===== config.mk =====
export PLATFORM = sky130hd
export DESIGN_NAME = integer_to_ascii_digits_unit
export DESIGN_NICKNAME = d
export VERILOG_FILES = /design/src/rtl/itoa_pkg.sv /design/src/rtl/itoa_ctrl.sv /design/src/rtl/itoa_datapath.sv /design/src/rtl/integer_to_ascii_digits_unit.sv
export SDC_FILE = /design/constraint.sdc
export NUM_CORES = 1
export LEC_CHECK = 0
export BUFFER_PORTS_ARGS = -buffer_cell sky130_fd_sc_hd__buf_2
export CAP_MARGIN = 25
export CORE_MARGIN = 4
export CORE_UTILIZATION = 50
export DETAILED_ROUTE_END_ITERATION = 12
export HOLD_SLACK_MARGIN = 0.12
export PLACE_DENSITY = 0.66
export SYNTH_ARGS = -nofsm -noshare
export SYNTH_HDL_FRONTEND = slang
export SYNTH_SLANG_ARGS = --single-unit

===== constraint.sdc =====
create_clock -name aclk -period 4.32 [get_ports aclk]
set_input_delay 0.216 -clock aclk [delete_from_list [all_inputs] [get_ports aclk]]
set_output_delay 0.216 -clock aclk [all_outputs]
set_load 0.05 [all_outputs]

===== src/rtl/itoa_pkg.sv =====
// Package: formats, state encoding, command/status types and character lookup.
package itoa_pkg;

    localparam int VALUE_W   = 64;
    localparam int OP_W      = 2;
    localparam int CHAR_W    = 7;
    localparam int COUNT_W   = 32;
    localparam int NDIG_W    = 5;
    localparam int BIN_W     = 32;
    localparam int BCD_W     = 40;
    localparam int DABBLE_W  = 5;
    localparam int M_DATA_W  = 40;

    localparam logic [OP_W-1:0] OP_DEC       = 2'd0;
    localparam logic [OP_W-1:0] OP_HEX_LOWER = 2'd1;
    localparam logic [OP_W-1:0] OP_HEX_UPPER = 2'd2;
    localparam logic [OP_W-1:0] OP_HEX64     = 2'd3;

    localparam logic [NDIG_W-1:0] NDIG_DEC   = 5'd10;
    localparam logic [NDIG_W-1:0] NDIG_HEX32 = 5'd8;
    localparam logic [NDIG_W-1:0] NDIG_HEX64 = 5'd16;

    localparam logic [DABBLE_W-1:0] DABBLE_LAST = 5'd31;

    localparam logic [CHAR_W-1:0] CHAR_ZERO  = 7'd48;
    localparam logic [CHAR_W-1:0] CHAR_MINUS = 7'd45;
    localparam logic [CHAR_W-1:0] CHAR_UA_OFS = 7'd55;
    localparam logic [CHAR_W-1:0] CHAR_LA_OFS = 7'd87;

    typedef enum logic [2:0] {
        ST_IDLE,
        ST_CONVERT,
        ST_SKIP,
        ST_SIGN,
        ST_EMIT
    } state_t;

    typedef struct packed {
        logic load;
        logic dabble;
        logic skip;
        logic shift;
        logic count;
        logic sel_sign;
    } itoa_cmd_t;

    typedef struct packed {
        logic dabble_done;
        logic skip_done;
        logic is_last;
        logic neg;
    } itoa_status_t;

    function automatic logic [CHAR_W-1:0] hex_char(input logic [3:0] nib, input logic upper);
        logic [CHAR_W-1:0] n;
        n = {3'b000, nib};
        if (nib < 4'd10) begin
            hex_char = CHAR_ZERO + n;
        end else if (upper) begin
            hex_char = CHAR_UA_OFS + n;
        end else begin
            hex_char = CHAR_LA_OFS + n;
        end
    endfunction

endpackage


===== src/rtl/itoa_ctrl.sv =====
// Controller: sequences load, binary-to-BCD conversion, zero skip and character output.
module itoa_ctrl (
    input  logic                       aclk,
    input  logic                       aresetn,
    input  logic                       s_tvalid,
    input  logic [itoa_pkg::OP_W-1:0]  op,
    output logic                       s_tready,
    output logic                       m_tvalid,
    input  logic                       m_tready,
    output logic                       m_tlast,
    output itoa_pkg::itoa_cmd_t        cmd,
    input  itoa_pkg::itoa_status_t     status
);
    import itoa_pkg::*;

    state_t state_reg, state_next;

    always_ff @(posedge aclk) begin
        if (!aresetn) begin
            state_reg <= ST_IDLE;
        end else begin
            state_reg <= state_next;
        end
    end

    always_comb begin
        state_next = state_reg;
        cmd        = '0;
        s_tready   = 1'b0;
        m_tvalid   = 1'b0;
        m_tlast    = 1'b0;
        unique case (state_reg)
            ST_IDLE: begin
                s_tready = 1'b1;
                if (s_tvalid) begin
                    cmd.load   = 1'b1;
                    state_next = (op == OP_DEC) ? ST_CONVERT : ST_SKIP;
                end
            end
            ST_CONVERT: begin
                cmd.dabble = 1'b1;
                if (status.dabble_done) begin
                    state_next = ST_SKIP;
                end
            end
            ST_SKIP: begin
                if (status.skip_done) begin
                    state_next = status.neg ? ST_SIGN : ST_EMIT;
                end else begin
                    cmd.skip = 1'b1;
                end
            end
            ST_SIGN: begin
                m_tvalid     = 1'b1;
                cmd.sel_sign = 1'b1;
                if (m_tready) begin
                    cmd.count  = 1'b1;
                    state_next = ST_EMIT;
                end
            end
            ST_EMIT: begin
                m_tvalid = 1'b1;
                m_tlast  = status.is_last;
                if (m_tready) begin
                    cmd.count = 1'b1;
                    cmd.shift = 1'b1;
                    if (status.is_last) begin
                        state_next = ST_IDLE;
                    end
                end
            end
            default: begin
                state_next = ST_IDLE;
            end
        endcase
    end

    a_no_overlap: assert property (@(posedge aclk) disable iff (!aresetn)
        !(s_tready && m_tvalid))
        else $error("input accepted while a character is pending");

    a_convert_exit: assert property (@(posedge aclk) disable iff (!aresetn)
        (state_reg == ST_CONVERT && status.dabble_done) |=> (state_reg == ST_SKIP))
        else $error("conversion did not hand over to zero skip");

    a_sign_then_digit: assert property (@(posedge aclk) disable iff (!aresetn)
        (state_reg == ST_SIGN && m_tready) |=> (state_reg == ST_EMIT && !status.neg == 1'b0))
        else $error("sign transfer not followed by digits");

endmodule


===== src/rtl/itoa_datapath.sv =====
// Datapath: digit register, double-dabble conversion, character lookup and running count.
module itoa_datapath (
    input  logic                          aclk,
    input  logic                          aresetn,
    input  logic [itoa_pkg::OP_W-1:0]     op,
    input  logic [itoa_pkg::VALUE_W-1:0]  value,
    input  itoa_pkg::itoa_cmd_t           cmd,
    output itoa_pkg::itoa_status_t        status,
    output logic [itoa_pkg::CHAR_W-1:0]   char_code,
    output logic [itoa_pkg::COUNT_W-1:0]  emitted_total
);
    import itoa_pkg::*;

    logic [VALUE_W-1:0]  digits_reg, digits_next;
    logic [BIN_W-1:0]    bin_reg, bin_next;
    logic [NDIG_W-1:0]   ndig_reg, ndig_next;
    logic [DABBLE_W-1:0] dab_reg, dab_next;
    logic [COUNT_W-1:0]  count_reg, count_next;
    logic                neg_reg, neg_next;
    logic                upper_reg, upper_next;
    logic [BCD_W-1:0]    bcd_adj;
    logic [BIN_W-1:0]    low;
    logic [3:0]          top_nib;

    assign low     = value[BIN_W-1:0];
    assign top_nib = digits_reg[VALUE_W-1 -: 4];

    always_comb begin
        for (int i = 0; i < BCD_W / 4; i++) begin
            if (digits_reg[VALUE_W-BCD_W + 4*i +: 4] >= 4'd5) begin
                bcd_adj[4*i +: 4] = digits_reg[VALUE_W-BCD_W + 4*i +: 4] + 4'd3;
            end else begin
                bcd_adj[4*i +: 4] = digits_reg[VALUE_W-BCD_W + 4*i +: 4];
            end
        end
    end

    always_comb begin
        digits_next = digits_reg;
        bin_next    = bin_reg;
        ndig_next   = ndig_reg;
        dab_next    = dab_reg;
        neg_next    = neg_reg;
        upper_next  = upper_reg;
        count_next  = count_reg;
        if (cmd.load) begin
            dab_next   = '0;
            upper_next = (op == OP_HEX_UPPER);
            neg_next   = 1'b0;
            bin_next   = low;
            case (op)
                OP_DEC: begin
                    neg_next    = low[BIN_W-1];
                    bin_next    = low[BIN_W-1] ? (BIN_W'(0) - low) : low;
                    digits_next = '0;
                    ndig_next   = NDIG_DEC;
                end
                OP_HEX64: begin
                    digits_next = value;
                    ndig_next   = NDIG_HEX64;
                end
                default: begin
                    digits_next = {low, {(VALUE_W-BIN_W){1'b0}}};
                    ndig_next   = NDIG_HEX32;
                end
            endcase
        end
        if (cmd.dabble) begin
            digits_next = {bcd_adj[BCD_W-2:0], bin_reg[BIN_W-1], {(VALUE_W-BCD_W){1'b0}}};
            bin_next    = {bin_reg[BIN_W-2:0], 1'b0};
            dab_next    = dab_reg + 1'b1;
        end
        if (cmd.skip || cmd.shift) begin
            digits_next = {digits_reg[VALUE_W-5:0], 4'h0};
            ndig_next   = ndig_reg - 1'b1;
        end
        if (cmd.count) begin
            count_next = count_reg + 1'b1;
        end
    end

    always_ff @(posedge aclk) begin
        if (!aresetn) begin
            count_reg <= '0;
            dab_reg   <= '0;
        end else begin
            count_reg <= count_next;
            dab_reg   <= dab_next;
        end
    end

    always_ff @(posedge aclk) begin
        digits_reg <= digits_next;
        bin_reg    <= bin_next;
        ndig_reg   <= ndig_next;
        neg_reg    <= neg_next;
        upper_reg  <= upper_next;
    end

    assign status.dabble_done = (dab_reg == DABBLE_LAST);
    assign status.is_last     = (ndig_reg == NDIG_W'(1));
    assign status.skip_done   = (ndig_reg == NDIG_W'(1)) || (top_nib != 4'h0);
    assign status.neg         = neg_reg;

    assign char_code     = cmd.sel_sign ? CHAR_MINUS : hex_char(top_nib, upper_reg);
    assign emitted_total = count_reg + 1'b1;

    a_count_step: assert property (@(posedge aclk) disable iff (!aresetn)
        cmd.count |=> (count_reg == $past(count_reg) + 1'b1))
        else $error("character count did not advance on transfer");

    a_digits_left: assert property (@(posedge aclk) disable iff (!aresetn)
        cmd.shift |-> (ndig_reg != '0))
        else $error("digit emitted with no digits left");

endmodule


===== src/rtl/integer_to_ascii_digits_unit.sv =====
// Top level: integer to ASCII decimal/hex character stream.
// Sequence: hex formats skip leading zero digits, one per cycle, after the input transfer;
// decimal first converts the 32 low input bits by shift-and-add-3, one input bit per cycle.
// Output: one character per cycle while m_tready is high; a new input is accepted only
// after the last character of the current item has been transferred.
// Reset: aresetn synchronous active low; clears the controller, the conversion step counter and the character count.
module integer_to_ascii_digits_unit (
    input  logic                            aclk,
    input  logic                            aresetn,
    input  logic                            s_tvalid,
    output logic                            s_tready,
    input  logic [itoa_pkg::VALUE_W-1:0]    s_tdata,   // [63:0] value
    input  logic [itoa_pkg::OP_W-1:0]       s_tuser,   // [1:0] op
    output logic                            m_tvalid,
    input  logic                            m_tready,
    output logic [itoa_pkg::M_DATA_W-1:0]   m_tdata,   // [6:0] char_code, [38:7] emitted_total
    output logic                            m_tlast    // last
);
    import itoa_pkg::*;

    itoa_cmd_t           cmd;
    itoa_status_t        status;
    logic [CHAR_W-1:0]   char_code;
    logic [COUNT_W-1:0]  emitted_total;

    itoa_ctrl u_ctrl (
        .aclk     (aclk),
        .aresetn  (aresetn),
        .s_tvalid (s_tvalid),
        .op       (s_tuser),
        .s_tready (s_tready),
        .m_tvalid (m_tvalid),
        .m_tready (m_tready),
        .m_tlast  (m_tlast),
        .cmd      (cmd),
        .status   (status)
    );

    itoa_datapath u_datapath (
        .aclk          (aclk),
        .aresetn       (aresetn),
        .op            (s_tuser),
        .value         (s_tdata),
        .cmd           (cmd),
        .status        (status),
        .char_code     (char_code),
        .emitted_total (emitted_total)
    );

    assign m_tdata = {1'b0, emitted_total, char_code};

endmodule


* Word level (Yosys, flattened, before mapping)
Index checks and enable logic that the tools add are counted.
** Cells by class
- $add $sub $neg :: 17
- Order comparisons :: 11
- Equality and inequality tests :: 14
- Multiplexer cells :: 48
- Reduce and logical (&&, ||, !) cells :: 11
** Operators with widths (count)
- 64-bit 2-to-1 mux :: 3
- 32-bit 2-to-1 mux :: 4
- 64-bit one-hot mux with 2 select lines :: 1
- 4-bit by 3-bit >= comparator with 1-bit output, second input constant :: 10
- 4-bit by 2-bit adder with 4-bit output, second input constant :: 9
- 4-bit 2-to-1 mux :: 9
- 32-bit by 1-bit adder with 32-bit output, second input constant :: 1
- 1-bit by 32-bit subtractor with 32-bit output, first input constant :: 1
- 3-bit 2-to-1 mux :: 8
- 7-bit 2-to-1 mux :: 3
- 5-bit 2-to-1 mux :: 4
- 3-bit one-hot mux with 5 select lines :: 1
- 6-bit by 4-bit adder with 7-bit output, first input constant :: 2
- 1-bit 2-to-1 mux :: 11
- 2-bit != test, second input constant :: 5
- 5-bit one-hot mux with 2 select lines :: 1
- 7-bit by 4-bit adder with 7-bit output, first input constant :: 1
- 3-bit by 2-bit == test with 1-bit output, second input constant :: 2
- 6-bit AND reduction :: 1
- 5-bit by 1-bit adder with 5-bit output, second input constant :: 1
- 5-bit by 1-bit == test with 1-bit output, second input constant :: 1
- 5-bit == test, second input constant :: 1
- 5-bit by 1-bit subtractor with 5-bit output, second input constant :: 1
- 2-bit == test, second input constant :: 2
- 14 further kinds :: 18
** Storage, ports and cells
- Bits in registers :: 143
- Input port bits :: 70
- Word-level logic and storage cells :: 111

* Depth between registers and ports, before layout
- Word-level depth :: 6
- Depth in mapped cells :: 8
- Mapped depth without buffers :: 8

* Cells and area by module
From an unflattened synthesis, not the netlist that was laid out.
** Unflattened totals
- Cell total of the unflattened synthesis :: 1062
- Area total of the unflattened synthesis :: 9212.6 µm²
** Modules (own cells, without submodules)
- itoa_datapath :: times used 1, cells an instance 1021, area each 8927.3 µm²
- itoa_ctrl :: times used 1, cells an instance 39, area each 274.0 µm²
- integer_to_ascii_digits_unit :: times used 1, cells an instance 2, area each 11.3 µm²

* Worst setup path before layout
No wires, ideal clock.
- Kind :: register -> register
- Start point :: reg u_ctrl.state_reg[0]
- End point :: reg u_datapath.digits_reg[10] (enable)
- Library setup time :: 419 ps
- Arrival time :: 3465 ps
- Data required time :: 3901 ps
- Setup slack :: 436 ps
- Stages on the path, launching flop included :: 7
- Buffers on the path :: 1
- Period minus slack after synthesis :: 3884 ps
- Cell sequence :: dfxtp_1 > nor3_1 > nand2_1 > clkbuf_1 > inv_1 > nor2_1 > nand2_1
** On the way
- Word-level cells in the longest chain between the ends :: 4
** RTL lines
- start, declared :: RTL line itoa_ctrl.sv:16 : state_t state_reg, state_next;
- start signal, assigned :: RTL line itoa_ctrl.sv:22 : state_reg <= state_next;
- 3-bit by 2-bit == test with 1-bit output or 3-bit == test (tied branches) :: RTL line itoa_ctrl.sv:32 : unique case (state_reg)
- 1-bit 2-to-1 mux :: RTL line itoa_ctrl.sv:32
- 1-bit logical OR :: RTL line itoa_datapath.sv:73 : if (cmd.skip || cmd.shift) begin
- 3-bit nonzero test (no line) *
- end signal, assigned :: RTL line itoa_datapath.sv:93 : digits_reg <= digits_next;
- end, declared :: RTL line itoa_datapath.sv:14 : logic [VALUE_W-1:0] digits_reg, digits_next;
Every way passes the cells marked *; elsewhere a longest branch is shown, timed or not.
A chain may end at the register's enable or synchronous reset.

* Worst setup path after layout
- Start point :: reg u_datapath.count_reg[0]
- End point :: out m_tdata[35] (netlist bit)
** On the way
- Word-level cells in the longest chain between the ends :: 1
** RTL lines
- start, declared :: RTL line itoa_datapath.sv:18 : logic [COUNT_W-1:0] count_reg, count_next;
- start signal, assigned :: RTL line itoa_datapath.sv:87 : count_reg <= count_next;
- 32-bit by 1-bit adder with 32-bit output :: RTL line itoa_datapath.sv:106 : assign emitted_total = count_reg + 1'b1;
- end, declared :: RTL line integer_to_ascii_digits_unit.sv:16 : output logic [itoa_pkg::M_DATA_W-1:0] m_tdata,
No other way between the ends.

==> results.json <==
{
  "fin_nets": 1190,
  "fmax_mhz": 316,
  "power_density_nw_per_um2": 585,
  "ys_ff_latch": 143,
  "avgSynthCellArea_um2": 8.92,
  "die_h_um": 142,
  "core-area_um2": 17400,
  "clk_pin_slew_worst_paths_ns": 0.06,
  "p_comb_share_pct": 35.9,
  "synthArstFlopShare_pct": 0,
  "pwr-share-seq_pct": 41.7,
  "boundaryPins": 113,
  "path_class": "flop to primary output",
  "setup_ws_ns": 1.15,
  "synth_edf_count": 98,
  "setup_viol": 0,
  "grt_max_degree": 61,
  "skew_ns": 0.0112,
  "dp_hpwl_mm": 15.9,
  "ys_types": 64,
  "cp.arrival_ns": 2.95,
  "cts.repair.resized": 0,
  "die_area_um2": 20100,
  "routed_wl_mm": 23.2,
  "drtIter0Drc": 489,
  "cp.buffers_inverters": 1,
  "clock_power_share_pct": 22.4,
  "finalMaxSlewViolations": 0,
  "antenna_found_initial": 2,
  "largest_reg_flops": 64,
  "syn_nets": 1106,
  "clk-insertion-delay-late_ns": 0.43,
  "timing.setup.tns_ns": 0,
  "peakVddDrop_v": 0.000585,
  "worstSetupStartpointType": "flop",
  "synthFlopType": "edfxtp_1",
  "area_growth_pct": 14.3,
  "cts_root_buf": "clkbuf_16",
  "clock-sinks": 143,
  "n_antenna_cell": 0,
  "p_leak_nw": 3.93,
  "internal_power_mw": 3.66,
  "relSlewSlack_pct": 34.5,
  "viasPerCell": 5.74,
  "layout-drive-gt1-share_pct": 15.3,
  "synth-seq-area-share_pct": 42.9,
  "ant_nets": 0,
  "run_status": "finished clean",
  "final_cell_mix": "161 x nand2_1, 111 x buf_2, 98 x edfxtp_1, 89 x nor2_1, 86 x o21ai_0",
  "slowest_stage": "nor4_2",
  "port_buffers": 111,
  "path_max_fanout": 8,
  "grt_pass1_vias": 7082,
  "p_sw_share_pct": 38.9,
  "hold_viol_final": 0,
  "grt-ovfl-total": 0,
  "grt_use_total_pct": 22.9,
  "crit_family": "simple AND/OR/NAND/NOR gates",
  "yosysWarnings": 0,
  "synthCells": 1005,
  "cpPeakStageDelay_ns": 0.69,
  "cts_setup_buffers": 0,
  "rows": 48,
  "gp_congestion": 0.863,
  "initial_core_util_pct": 51.5,
  "worstSetupEndpointType": "primary output",
  "design_power_total_mw": 5.99,
  "dpl_cell_area_um2": 9650,
  "tightest_slew_ns": 0.982,
  "maxCapViolations": 0,
  "required_ns": 4.10,
  "drc_errors": 0,
  "syn-cell-area_um2": 8960,
  "cts_hold_buf": 3,
  "cts_buffers": 17,
  "first_pass_iters": 5,
  "period_share_pct": 73.4,
  "p_sw_mw": 2.33,
  "htree_num_levels": 4,
  "crit_path_cell_trace": "ha_1 > nand4_1 > nor4_2 > and2_0 > nand2_1 > xnor2_1 > buf_2",
  "min_path_type": "primary input to flop",
  "via_count": 7620,
  "cts_tree": "yes",
  "rsz0062_at_grt": "no",
  "final_common_cell": "nand2_1",
  "wl_per_cell_um": 17.5,
  "grt_pass1_wl_mm": 36.7,
  "chipWidth_um": 142,
  "pre_cts_slack_ns": 1.25,
  "clockBufferDepth": 2,
  "finalInstanceArea_um2": 10200,
  "fin_crit_ns": 3.17
}
worst register-to-register path, delay by kind of cell, from the launching register on:
family / cells / cell delay (ns)
and+or+nand+nor: 4 / 1.43
DFF: 1 / 0.38
adders and majority gates: 1 / 0.15
buffers and inverters: 3 / 0.84
layout make-up:
class | instances | area, um^2
fill | 1583 | 7180
multi-input combinational | 765 | 4760
sequential | 143 | 3840
timing repair buffer | 127 | 711
clock buffer | 24 | 452
tap | 225 | 282
inverter | 35 | 131
clock inverter | 8 | 66.3
power groups by stage:
stage | combinational, mW | clock [mW] | sequential (mW)
floorplan | 1.65 | 0 | 2.38
global placement | 2.08 | 0 | 2.49
detailed placement | 2.13 | 0 | 2.50
CTS | 2.14 | 1.36 | 2.48
global route | 2.39 | 1.43 | 2.55
finish | 2.15 | 1.34 | 2.50
routing by layer:
| layer | track usage (%) | up-vias | wire, um |
|---|---|---|---|
| li1 | - | 3768 | - |
| met1 | 30.5 | 3577 | 10200 |
| met2 | 37.7 | 234 | 11100 |
| met3 | 4.55 | 37 | 1380 |
| met4 | 7.32 | 4 | 433 |
| met5 | 0 | - | 14 |
logic make-up (layout without fill, tap and decap cells):
| kind of cell | after synthesis | count (layout) | synth area share [%] |
|---|---|---|---|
| adder cells (fa/ha/maj) | 31 | 31 | 4.33 |
| flip-flops | 143 | 143 | 42.9 |
| buffers and inverters | 97 | 194 | 4.22 |
| AO/OA/AOI/OAI | 231 | 231 | 16.6 |
| multiplexers | 5 | 5 | 0.572 |
| XOR/XNOR | 108 | 108 | 10.6 |
| AND/OR/NAND/NOR | 389 | 389 | 20.9 |
| other | 1 | 1 | 0.0418 |
Yosys cell counts, types with 2 or more instances:
library cell  number  area [um^2]
nand2_1          164          616
edfxtp_1          98         2940
nor2_1            89          334
o21ai_0           86          430
xor2_1            66          578
a21oi_1           57          285
clkbuf_1          51          191
dfxtp_1           45          901
xnor2_1           42          368
inv_1             33          124
ha_1              31          388
nand4_1           28          175
nand3_1           23          115
a22o_1            20          175
o221ai_1          19          166
nor3_1            17         85.1
a221o_1           16          160
nand2b_1          14         87.6
o31ai_1           11         82.6
nor3b_1           10         75.1
buf_2              7         35.0
and3_1             6         37.5
o41ai_1            6         52.6
and2_1             5         31.3
a22oi_1            4         30.0
mux2i_1            4         40.0
or3_1              4         25.0
and4_1             3         26.3
nand3b_1           3         22.5
nor4_1             3         18.8
or4_1              3         22.5
buf_1              2         7.51
nand4b_1           2         17.5
nor4_2             2         25.0
nor4_4             2         42.5
per-stage QoR:
stage	instances	hold slack [ns]	util (%)
floorplan	1005	0.338	-
global placement	1290	0.445	55.4
detailed placement	1290	0.457	55.4
CTS	1325	0.121	58.6
global route	1327	0.135	58.8
finish	1327	0.142	58.8
worst paths after layout:
path | slack [ns] | to | from | cells after the start
worst min-delay path | 0.14 | u_datapath.digits_reg[2]$_SDFFE_PP0P_ | s_tdata[2] | 3
worst min register to register | 0.46 | u_datapath.digits_reg[3]$_SDFFE_PP0P_ | u_datapath.digits_reg[3]$_SDFFE_PP0P_ | 2
worst max-delay path | 1.15 | m_tdata[35] | u_datapath.count_reg[0]$_SDFFE_PN0P_ | 7
worst max register to register | 1.22 | u_datapath.digits_reg[12]$_DFFE_PP_ | u_datapath.ndig_reg[1]$_DFFE_PP_ | 8
No activity file was read; power rests on OpenSTA's default activity.
